$ cat src/rtl/aff_pkg.sv
// ----------------------------------------------------------------------------
// Addressed frame filter package
// Shared types and constants for the addressed frame filter.
// ----------------------------------------------------------------------------
package aff_pkg;

    // Packet walk phases.
    typedef enum logic [2:0] {
        PH_IDLE = 3'd0,
        PH_DEST = 3'd1,
        PH_SRC  = 3'd2,
        PH_LOW  = 3'd3,
        PH_HIGH = 3'd4
    } t_phase;

    // Result status codes.
    typedef enum logic [2:0] {
        ST_WORD      = 3'd0,
        ST_SHORT     = 3'd1,
        ST_BAD_TYPE  = 3'd2,
        ST_NOT_ADDR  = 3'd3,
        ST_BAD_LEN   = 3'd4
    } t_status;

    // Configuration register indexes.
    localparam logic CFG_LOCAL_ADDR = 1'b0;
    localparam logic CFG_BCAST_ADDR = 1'b1;

    localparam logic [7:0] LOCAL_ADDR_RESET = 8'd0;
    localparam logic [7:0] BCAST_ADDR_RESET = 8'd255;

    // Header limits.
    localparam logic [7:0] MIN_LENGTH  = 8'd4;
    localparam logic [7:0] HEADER_LEN  = 8'd3;
    localparam logic [7:0] TYPE_MIN    = 8'd1;
    localparam logic [7:0] TYPE_MAX    = 8'd4;
    localparam logic [7:0] WORD_BYTES  = 8'd2;

endpackage

$ cat src/rtl/aff_in_if.sv
// ----------------------------------------------------------------------------
// Addressed frame filter byte channel
// Valid/ready channel carrying one received packet byte per request.
// ----------------------------------------------------------------------------
interface aff_in_if;
    logic       valid;
    logic       ready;
    logic [7:0] rx_byte;
    logic       packet_start;
    logic [7:0] packet_length;

    modport source (output valid, output rx_byte, output packet_start,
                    output packet_length, input ready);
    modport sink   (input valid, input rx_byte, input packet_start,
                    input packet_length, output ready);
endinterface

$ cat src/rtl/aff_out_if.sv
// ----------------------------------------------------------------------------
// Addressed frame filter result channel
// Valid/ready channel carrying one payload word or rejection per request.
// ----------------------------------------------------------------------------
interface aff_out_if;
    logic        valid;
    logic        ready;
    logic [2:0]  status;
    logic [15:0] payload_word;
    logic [2:0]  message_type;
    logic [7:0]  src_addr;
    logic [6:0]  word_index;
    logic        last_word;

    modport source (output valid, output status, output payload_word,
                    output message_type, output src_addr,
                    output word_index, output last_word, input ready);
    modport sink   (input valid, input status, input payload_word,
                    input message_type, input src_addr,
                    input word_index, input last_word, output ready);
endinterface

$ cat src/rtl/addressed_frame_filter_core.sv
// ----------------------------------------------------------------------------
// Addressed frame filter core
// Checks packet headers against the node address and pairs payload bytes
// into 16-bit words, one result request per word or per rejected packet.
// ----------------------------------------------------------------------------
// A result appears on o_res in the cycle after the byte that causes it is
// accepted. Throughput: one byte per cycle; the single output register
// sets this, and it takes a new byte whenever it is empty or being drained.
// Reset (synchronous, active low) returns the walk to idle, clears the held
// header fields and restores the local address to 0 and broadcast to 255.
// ----------------------------------------------------------------------------
module addressed_frame_filter_core
    import aff_pkg::*;
(
    input  logic         i_clk,
    input  logic         i_rst_n,
    input  logic         i_cfg_we,
    input  logic         i_cfg_index,
    input  logic [7:0]   i_cfg_data,
    aff_in_if.sink       i_rx,
    aff_out_if.source    o_res
);

    // Walk state and configuration.
    t_phase      r_phase,        n_phase;
    logic [2:0]  r_held_type,    n_held_type;
    logic [7:0]  r_held_sender,  n_held_sender;
    logic [7:0]  r_payload_left, n_payload_left;
    logic        r_length_ok,    n_length_ok;
    logic [7:0]  r_low_byte,     n_low_byte;
    logic [6:0]  r_word_count,   n_word_count;
    logic [7:0]  r_local_addr;
    logic [7:0]  r_bcast_addr;

    // Output register.
    logic        r_out_valid;
    t_status     r_status,       n_status;
    logic [15:0] r_payload_word, n_payload_word;
    logic [2:0]  r_msg_type,     n_msg_type;
    logic [7:0]  r_sender,       n_sender;
    logic [6:0]  r_word_index,   n_word_index;
    logic        r_last_word,    n_last_word;
    logic        n_res_valid;

    logic        accept;
    logic [7:0]  rx_b;
    logic        len_short;
    logic        type_bad;
    logic        addr_ok;
    logic [7:0]  len_payload;
    logic [7:0]  left_dec;
    logic        last;

    // A byte is taken whenever the output register is empty or being drained.
    assign i_rx.ready = !r_out_valid || o_res.ready;
    assign accept     = i_rx.valid && i_rx.ready;
    assign rx_b       = i_rx.rx_byte;

    // Header checks, in the order they are applied.
    assign len_short   = i_rx.packet_length < MIN_LENGTH;
    assign type_bad    = (rx_b < TYPE_MIN) || (rx_b > TYPE_MAX);
    assign addr_ok     = (rx_b == r_local_addr) || (rx_b == r_bcast_addr);
    assign len_payload = i_rx.packet_length - HEADER_LEN;

    // Remaining payload after this word, held at zero rather than wrapping.
    assign left_dec = (r_payload_left >= WORD_BYTES) ? r_payload_left - WORD_BYTES
                                                     : 8'd0;
    assign last     = left_dec == 8'd0;

    // Next phase. A start byte always opens a new packet, abandoning any
    // packet in progress.
    always_comb begin
        n_phase = PH_IDLE;
        if (i_rx.packet_start) begin
            n_phase = (len_short || type_bad) ? PH_IDLE : PH_DEST;
        end else begin
            unique case (r_phase)
                PH_DEST: n_phase = addr_ok ? PH_SRC : PH_IDLE;
                PH_SRC:  n_phase = r_length_ok ? PH_LOW : PH_IDLE;
                PH_LOW:  n_phase = PH_HIGH;
                PH_HIGH: n_phase = last ? PH_IDLE : PH_LOW;
                default: n_phase = PH_IDLE;
            endcase
        end
    end

    // Held fields and the result produced by the current byte.
    always_comb begin
        n_held_type    = r_held_type;
        n_held_sender  = r_held_sender;
        n_payload_left = r_payload_left;
        n_length_ok    = r_length_ok;
        n_low_byte     = r_low_byte;
        n_word_count   = r_word_count;
        n_res_valid    = 1'b0;
        n_status       = ST_WORD;
        n_payload_word = 16'd0;
        n_msg_type     = 3'd0;
        n_sender       = 8'd0;
        n_word_index   = 7'd0;
        n_last_word    = 1'b0;

        if (i_rx.packet_start) begin
            n_word_count  = 7'd0;
            n_low_byte    = 8'd0;
            n_held_sender = 8'd0;
            if (len_short || type_bad) begin
                n_payload_left = 8'd0;
                n_length_ok    = 1'b0;
                n_held_type    = 3'd0;
                n_res_valid    = 1'b1;
                n_status       = len_short ? ST_SHORT : ST_BAD_TYPE;
            end else begin
                n_held_type    = rx_b[2:0];
                n_payload_left = len_payload;
                n_length_ok    = !len_payload[0];
            end
        end else begin
            unique case (r_phase)
                PH_DEST: begin
                    if (!addr_ok) begin
                        n_held_type = 3'd0;
                        n_res_valid = 1'b1;
                        n_status    = ST_NOT_ADDR;
                    end
                end
                PH_SRC: begin
                    n_held_sender = rx_b;
                    if (!r_length_ok) begin
                        // An odd payload is reported with the sender it names.
                        n_held_type = 3'd0;
                        n_res_valid = 1'b1;
                        n_status    = ST_BAD_LEN;
                        n_sender    = rx_b;
                    end
                end
                PH_LOW: begin
                    n_low_byte = rx_b;
                end
                PH_HIGH: begin
                    n_payload_left = left_dec;
                    n_res_valid    = 1'b1;
                    n_status       = ST_WORD;
                    n_payload_word = {rx_b, r_low_byte};
                    n_msg_type     = r_held_type;
                    n_sender       = r_held_sender;
                    n_word_index   = r_word_count;
                    n_last_word    = last;
                    n_word_count   = r_word_count + 7'd1;
                end
                default: begin
                    // Stray bytes outside a packet are dropped.
                end
            endcase
        end
    end

    // State and configuration registers.
    always_ff @(posedge i_clk) begin
        if (!i_rst_n) begin
            r_phase        <= PH_IDLE;
            r_held_type    <= 3'd0;
            r_held_sender  <= 8'd0;
            r_payload_left <= 8'd0;
            r_length_ok    <= 1'b0;
            r_low_byte     <= 8'd0;
            r_word_count   <= 7'd0;
            r_local_addr   <= LOCAL_ADDR_RESET;
            r_bcast_addr   <= BCAST_ADDR_RESET;
        end else begin
            if (accept) begin
                r_phase        <= n_phase;
                r_held_type    <= n_held_type;
                r_held_sender  <= n_held_sender;
                r_payload_left <= n_payload_left;
                r_length_ok    <= n_length_ok;
                r_low_byte     <= n_low_byte;
                r_word_count   <= n_word_count;
            end
            if (i_cfg_we) begin
                unique case (i_cfg_index)
                    CFG_LOCAL_ADDR: r_local_addr <= i_cfg_data;
                    CFG_BCAST_ADDR: r_bcast_addr <= i_cfg_data;
                    default:        r_local_addr <= r_local_addr;
                endcase
            end
        end
    end

    // Output register: loaded by a byte that yields a result, emptied when
    // the downstream side takes the request.
    always_ff @(posedge i_clk) begin
        if (!i_rst_n) begin
            r_out_valid <= 1'b0;
        end else if (accept && n_res_valid) begin
            r_out_valid <= 1'b1;
        end else if (o_res.ready) begin
            r_out_valid <= 1'b0;
        end
    end

    always_ff @(posedge i_clk) begin
        if (accept && n_res_valid) begin
            r_status       <= n_status;
            r_payload_word <= n_payload_word;
            r_msg_type     <= n_msg_type;
            r_sender       <= n_sender;
            r_word_index   <= n_word_index;
            r_last_word    <= n_last_word;
        end
    end

    assign o_res.valid        = r_out_valid;
    assign o_res.status       = r_status;
    assign o_res.payload_word = r_payload_word;
    assign o_res.message_type = r_msg_type;
    assign o_res.src_addr     = r_sender;
    assign o_res.word_index   = r_word_index;
    assign o_res.last_word    = r_last_word;

endmodule

$ cat src/flat_wrapper.sv
// flat-port wrapper written by rule: the top's interface ports become plain ports
module addressed_frame_filter_core_flat import aff_pkg::*;
  (i_clk, i_rst_n, i_cfg_we, i_cfg_index, i_cfg_data, i_rx_valid, i_rx_rx_byte, i_rx_packet_start, i_rx_packet_length, i_rx_ready, o_res_valid, o_res_status, o_res_payload_word, o_res_message_type, o_res_src_addr, o_res_word_index, o_res_last_word, o_res_ready);
  aff_in_if i_rx_i ();
  aff_out_if o_res_i ();
  input  logic i_clk;
  input  logic i_rst_n;
  input  logic i_cfg_we;
  input  logic i_cfg_index;
  input  logic [7:0] i_cfg_data;
  input wire logic [$bits(i_rx_i.valid)-1:0] i_rx_valid;
  input wire logic [$bits(i_rx_i.rx_byte)-1:0] i_rx_rx_byte;
  input wire logic [$bits(i_rx_i.packet_start)-1:0] i_rx_packet_start;
  input wire logic [$bits(i_rx_i.packet_length)-1:0] i_rx_packet_length;
  output wire logic [$bits(i_rx_i.ready)-1:0] i_rx_ready;
  output wire logic [$bits(o_res_i.valid)-1:0] o_res_valid;
  output wire logic [$bits(o_res_i.status)-1:0] o_res_status;
  output wire logic [$bits(o_res_i.payload_word)-1:0] o_res_payload_word;
  output wire logic [$bits(o_res_i.message_type)-1:0] o_res_message_type;
  output wire logic [$bits(o_res_i.src_addr)-1:0] o_res_src_addr;
  output wire logic [$bits(o_res_i.word_index)-1:0] o_res_word_index;
  output wire logic [$bits(o_res_i.last_word)-1:0] o_res_last_word;
  input wire logic [$bits(o_res_i.ready)-1:0] o_res_ready;
  assign i_rx_i.valid = i_rx_valid;
  assign i_rx_i.rx_byte = i_rx_rx_byte;
  assign i_rx_i.packet_start = i_rx_packet_start;
  assign i_rx_i.packet_length = i_rx_packet_length;
  assign i_rx_ready = i_rx_i.ready;
  assign o_res_valid = o_res_i.valid;
  assign o_res_status = o_res_i.status;
  assign o_res_payload_word = o_res_i.payload_word;
  assign o_res_message_type = o_res_i.message_type;
  assign o_res_src_addr = o_res_i.src_addr;
  assign o_res_word_index = o_res_i.word_index;
  assign o_res_last_word = o_res_i.last_word;
  assign o_res_i.ready = o_res_ready;
  addressed_frame_filter_core u_core (.i_clk(i_clk), .i_rst_n(i_rst_n), .i_cfg_we(i_cfg_we), .i_cfg_index(i_cfg_index), .i_cfg_data(i_cfg_data), .i_rx(i_rx_i), .o_res(o_res_i));
endmodule
$ cat config.mk
export PLATFORM = sky130hd
export DESIGN_NAME = addressed_frame_filter_core_flat
export DESIGN_NICKNAME = d
export VERILOG_FILES = /design/src/rtl/aff_pkg.sv /design/src/rtl/aff_in_if.sv /design/src/rtl/aff_out_if.sv /design/src/rtl/addressed_frame_filter_core.sv /design/src/flat_wrapper.sv
export SDC_FILE = /design/constraint.sdc
export NUM_CORES = 1
export LEC_CHECK = 0
export ABC_AREA = 1
export BUFFER_PORTS_ARGS = -buffer_cell sky130_fd_sc_hd__buf_2
export CELL_PAD_IN_SITES_DETAIL_PLACEMENT = 1
export CELL_PAD_IN_SITES_GLOBAL_PLACEMENT = 1
export CORE_MARGIN = 2
export CORE_UTILIZATION = 41
export CTS_CLUSTER_DIAMETER = 80
export DETAILED_ROUTE_END_ITERATION = 6
export PLACE_DENSITY = 0.81
export SYNTH_ARGS = -nofsm -noshare
export SYNTH_HDL_FRONTEND = slang
export SYNTH_SLANG_ARGS = --single-unit
export TNS_END_PERCENT = 20
$ cat constraint.sdc
create_clock -name i_clk -period 2.8 [get_ports i_clk]
set_input_delay 0.14 -clock i_clk [delete_from_list [all_inputs] [get_ports i_clk]]
set_output_delay 0.14 -clock i_clk [all_outputs]
set_load 0.02 [all_outputs]
==> results.cfg, run 1 <==
[power]
power_uw = 2780
p_per_area_nw_per_um2 = 554
p_leak_uw = 0.00207
ir_drop_mv = 0.221

[route]
route.detailed.drc = 0
via_per_inst = 4.97
drt_iter0_drc = 185
firstDrtPassIters = 4
vias = 3736
ant_nets = 0
avgRoutedWirePerCell_um = 14.5
wl_um = 10900

[synthesis]
syn_nets = 568
post_synth_fa_ha_maj_area_fraction = 0.00879
synthesis.area_um2 = 4270
synthSimpleGateAreaFrac = 0.246
synth_top_family_by_area = simple AND/OR/NAND/NOR gates
synthMuxAreaShare = 0
ys_types = 32
synth-seq-cells = 93
syn_avg_cell_area_um2 = 8.00
yosysWarnings = 0
synth_compound_area_frac = 0.110
synthXorXnorAreaFrac = 0.0390
ys_seq_area_frac = 0.525
netlist_instances = 534

[worst_setup_path]
critPathMaxFanout = 38
crit_end = u_core.o_res.message_type[0]
crit_start = u_core.r_phase[1]
r2r-start = u_core.r_phase[1]
r2r-end = u_core.o_res.message_type[0]
crit_type = reg2reg
cp-end-kind = flop
arrival_ns = 2.22
reg2regPathDepth = 9
startpoint_type = flop
worstPathRequired_ns = 2.82
rrSetupSlack_ns = 0.60

[layout]
layout_commonest_cell = nor2_1
syn2layout_area_growth_pct = 17.3
nFillCells = 1290
multi_input_area_um2 = 1720
diodes = 0
drive_gt1_frac = 0.164
layout_common_cells = 108 x nor2_1, 104 x nand2_1, 70 x buf_2, 57 x inv_1, 55 x dfxtp_1
nets = 644
final-seq-area_um2 = 2240

[cts]
cts_buffer_depth = 2
clk_latency_ns = 0.37
post_cts_resized = 0
htree_levels = 3
cts-buffers-inserted = 9
clock_sinks = 93
root_buffer = clkbuf_8
cts_tree = yes
postCtsSetupBuffers = 0
cts_hold_buf = 6
clk_pin_slew_ns = 0.09

[placement]
post-dp-hpwl_um = 8240
gp_congestion = 0.848
port_buffers = 70

[grt]
grt_max_degree = 39
grt_pass1_vias = 3719
grt_pass1_wl_um = 18000
grt_usage = 0.203
grt_overflow = 0
antenna_found_initial = 0

[floorplanning]
die_y_um = 106
ios = 71
core_area_um2 = 10200
die_area_um2 = 11300
num_rows = 37
die_x_um = 106
initial_core_util = 0.418

[sta]
maxSlewViolCount = 0
tns_ns = 0
min_period_over_period = 0.785
holdWs_ns = 0.00842
rsz0062_at_grt = false
worstMarginPinSlew_ns = 0.494
maxSlewHeadroom = 0.669
skew_ns = 0.00965
min_period_ns = 2.20
final_hold_viol_count = 0
setup_viol = 0
fmax_mhz = 455

[hold_path]
hold_path.class = in2reg

[status]
status = finished clean

[job]
drv_cap = 0
-- state kept, by name, indices dropped and copies added, names as in the netlist --
name                       count
u_core.o_res.valid             1
u_core.r_held_type             3
u_core.r_length_ok             1
u_core.o_res.payload_word     16
u_core.o_res.src_addr          8
u_core.r_payload_left          8
u_core.r_local_addr            8
u_core.r_phase                 3
u_core.r_bcast_addr            8
u_core.r_low_byte              8
u_core.o_res.word_index        7
u_core.r_held_sender           8
u_core.r_word_count            7
u_core.o_res.message_type      3
u_core.o_res.status            3
u_core.o_res.last_word         1
-- synth_stat cells --
cell / n / area [um2]
or2_2: 1 / 6.26
nand2_2: 1 / 6.26
o21a_1: 2 / 15.0
nand2_1: 104 / 390
nor3_1: 9 / 45.0
inv_2: 4 / 15.0
buf_2: 4 / 20.0
nor3b_1: 1 / 7.51
a21oi_1: 32 / 160
a211oi_1: 1 / 7.51
nand4_1: 5 / 31.3
nand3_2: 2 / 20.0
nor2_1: 108 / 405
a22oi_1: 8 / 60.1
edfxtp_1: 38 / 1140
nand3_1: 23 / 115
nor2_2: 4 / 25.0
o21ai_0: 30 / 150
dfxtp_1: 55 / 1100
clkbuf_1: 9 / 33.8
clkinv_1: 2 / 7.51
a21oi_4: 1 / 16.3
xor2_1: 4 / 35.0
o211ai_1: 2 / 15.0
buf_4: 2 / 15.0
inv_1: 57 / 214
o22ai_1: 1 / 6.26
xnor2_1: 15 / 131
ha_1: 3 / 37.5
o21bai_1: 1 / 7.51
o21ai_1: 1 / 5.00
a31oi_1: 4 / 25.0
-- where the power goes --
part	total [uW]	leakage [uW]	internal, uW	switching, uW
sequential	1490	0.000806	1460	28.0
combinational	370	0.00116	126	244
clock	915	0.000100	418	497
total	2780	0.00207	2010	770
-- layout make-up --
| class | instances | area share |
|---|---|---|
| Sequential cell | 93 | 0.447 |
| Multi-Input combinational cell | 363 | 0.344 |
| Timing Repair Buffer | 80 | 0.0879 |
| Inverter | 63 | 0.0472 |
| Tap cell | 136 | 0.0339 |
| Clock buffer | 9 | 0.0247 |
| Clock inverter | 7 | 0.0150 |
-- critical path, cell delays in order (launching register included) --
cell	delay [ns]
dfxtp_1	0.36
inv_1	0.09
nor2_2	0.14
nand2_1	0.16
nor2_2	0.36
nor2_1	0.07
nand2_1	0.08
nand2_1	0.09
inv_1	0.07
buf_4	0.40
-- kinds of logic (layout without fill, tap and decap cells) --
kind of cell / after synthesis / count (layout)
buffers and inverters: 78 / 159
XOR/XNOR: 19 / 19
AND/OR/NAND/NOR: 258 / 258
AO/OA/AOI/OAI: 83 / 83
adder cells (fa/ha/maj): 3 / 3
flip-flops: 93 / 93
-- metrics by stage --
| step | cell area [um2] | worst slack, ns | std cells | utilization |
|---|---|---|---|---|
| after floorplan | 4270 | 0.619 | 534 | - |
| after global placement | 4750 | 0.772 | 729 | 0.465 |
| after detailed placement | 4750 | 0.616 | 729 | 0.465 |
| after CTS | 5010 | 0.603 | 751 | 0.490 |
| after global routing | 5010 | 0.384 | 751 | 0.490 |
| final | 5010 | 0.601 | 751 | 0.490 |
-- routing by layer --
| layer | track usage | up-vias | part of all wire |
|---|---|---|---|
| li1 | - | 1878 | - |
| met1 | 0.266 | 1764 | 0.46 |
| met2 | 0.340 | 77 | 0.48 |
| met3 | 0.0313 | 17 | 0.036 |
| met4 | 0.0733 | 0 | 0.018 |
| met5 | 0 | - | 0 |
-- worst min-delay path by stage --
stage / start / end / slack [ns] / depth (start not counted)
after detailed placement: i_cfg_data[7] / u_core.r_bcast_addr[7] / 0.37 / 3
after global placement: i_cfg_data[7] / u_core.r_bcast_addr[7] / 0.35 / 3
after floorplan: i_cfg_data[0] / u_core.r_bcast_addr[0] / 0.25 / 2
after global routing: i_cfg_data[2] / u_core.r_bcast_addr[2] / 0.03 / 3
after CTS: i_cfg_data[2] / u_core.r_bcast_addr[2] / 0.003 / 3
final: i_cfg_data[2] / u_core.r_bcast_addr[2] / 0.008 / 3
(Power assumes the default switching activity.)
==> run 2, diff against run 1 <==
Settings changed: ABC_AREA 1 to 0, CORE_UTILIZATION 41 to 43.
Clock period 2.8 ns to 2.2 ns, I/O delays scaled along.
==> results.cfg, run 2 <==
[synthesis]
synth_edf_count = 38
ys_types = 53
netlist_instances = 444
synthArstFlopShare = 0
synth_area_leaders = edfxtp_1 27%, dfxtp_1 26%, nand2_1 4.8%
yosys.area.top_type = edfxtp_1
syn_avg_cell_area_um2 = 9.69
yosys-top-cells-count = 55 x dfxtp_1, 55 x nand2_1, 46 x nor2_1
ys.flop_type = dfxtp_1
yosysWarnings = 0
synth-seq-cells = 93
synth_top_area_frac = 0.265
syn_nets = 478
synthesis.area_um2 = 4300
ys_seq_area_frac = 0.521

[floorplanning]
core_area_um2 = 9730
ios = 71
initial_core_util = 0.442
num_rows = 36
die_area_um2 = 10800
die_y_um = 104
die_x_um = 104

[layout]
nets = 557
fin_util = 0.528
largest_reg_flops = 16
layout_commonest_cell = buf_2
drive_gt1_frac = 0.220
multi_input_area_um2 = 1930
layout_common_cells = 70 x buf_2, 55 x nand2_1, 55 x dfxtp_1, 46 x nor2_1, 38 x edfxtp_1
final-seq-area_um2 = 2240
syn2layout_area_growth_pct = 19.5
diodes = 0
nFillCells = 1154

[route]
route.detailed.drc = 0
vias = 3583
drt_iter0_drc = 123
firstDrtPassIters = 4
via_per_inst = 5.42
ant_nets = 0
wl_um = 11100
avgRoutedWirePerCell_um = 16.8

[sta]
skew_ns = 0.0104
tns_ns = 0
worstMarginPinSlew_ns = 0.694
maxSlewViolCount = 0
min_period_over_period = 0.928
maxSlewHeadroom = 0.526
setup_viol = 0
fmax_mhz = 490
final_hold_viol_count = 0
holdWs_ns = 0.0852
min_period_ns = 2.04
worst_slack_ns = 0.159
rsz0062_at_grt = false

[cts]
cts_tree = yes
clk_latency_ns = 0.36
clock_sinks = 93
clk_pin_slew_ns = 0.09
cts_buffer_depth = 2
root_buffer = clkbuf_8
htree_levels = 3
cts-buffers-inserted = 9
postCtsSetupBuffers = 0

[power]
power_uw = 3410
p_per_area_nw_per_um2 = 664
ir_drop_mv = 0.298
p_leak_uw = 0.00205

[worst_setup_path]
slowest_delay_ns = 0.56
startpoint_type = flop
arrival_ns = 2.10
cpMaxStageDelayCell = nor4_1
cp-end-kind = flop
crit_type = reg2reg
critPathMaxFanout = 34
worstPathRequired_ns = 2.26
crit_chain = inv_1 > nor4_1 > o31a_4 > buf_12

[hold_path]
hold_path.class = in2reg

[placement]
dp_slack_ns = 0.114
gp_congestion = 0.898
port_buffers = 70
post-dp-hpwl_um = 8180

[grt]
antenna_found_initial = 0
grt_pass1_wl_um = 18200
grt_usage = 0.210
grt_max_degree = 35
grt_overflow = 0
grt_pass1_vias = 3597

[job]
drv_cap = 0

[status]
status = finished clean
[run 2: kinds of logic (layout without fill, tap and decap cells)]
logic type | after synthesis | after routing | synth area share
AOI/OAI and AO/OA | 73 | 73 | 0.116
adders and majority gates | 3 | 3 | 0.00873
muxes | 13 | 13 | 0.0306
and+or+nand+nor | 197 | 197 | 0.230
xor gates and xnor gates | 29 | 29 | 0.0591
DFF | 93 | 93 | 0.521
buffers and inverters | 36 | 120 | 0.0343
[run 2: through the flow]
step	cell area, um2	cells
2_1_floorplan	4310	444
3_3_place_gp	4860	637
3_5_place_dp	4860	637
4_1_cts	5130	661
5_1_grt	5140	661
6_report	5140	661
[run 2: per-layer routing]
| metal | global-route usage | vias to the layer above | share of wire |
|---|---|---|---|
| met1 | 0.266 | 1719 | 0.45 |
| met2 | 0.368 | 108 | 0.49 |
| met3 | 0.0276 | 16 | 0.035 |
| li1 | - | 1740 | - |
| met4 | 0.0753 | 0 | 0.017 |
| met5 | 0 | - | 0 |
[run 2: final timing paths]
kind / cells after the start / slack, ns / startpoint / endpoint
max: 4 / 0.16 / u_core.r_phase[0] / u_core.o_res.src_addr[3]
max reg2reg: 4 / 0.16 / u_core.r_phase[0] / u_core.o_res.src_addr[3]
min: 3 / 0.09 / i_rx_packet_length[0] / u_core.r_length_ok
min reg2reg: 2 / 0.47 / u_core.r_held_type[0] / u_core.r_held_type[0]
[run 2: cell type report]
cell class | instances | share of cell area
Clock buffer | 9 | 0.0241
Inverter | 9 | 0.00657
Sequential cell | 93 | 0.436
Clock inverter | 7 | 0.0141
Timing Repair Buffer | 95 | 0.111
Multi-Input combinational cell | 315 | 0.375
Tap cell | 133 | 0.0324
[run 2: worst max-delay path, delay by kind of cell, from the launching register on]
family	cells	cell delay (ns)
flip-flops	1	0.52
AND/OR/NAND/NOR	1	0.56
AO/OA/AOI/OAI	1	0.27
buffers and inverters	2	0.38
[run 2: power by group]
part / internal (uW) / switching (uW) / total (uW)
combinational: 157 / 247 / 404
clock: 530 / 619 / 1150
sequential: 1830 / 28.1 / 1860
total: 2520 / 894 / 3410
[run 2: timing repair]
action                     in CTS  in global routing
setup endpoints to repair       0                  1
hold buffers                    8                  0
resized for setup               0                  1
hold endpoints to repair       15                  0
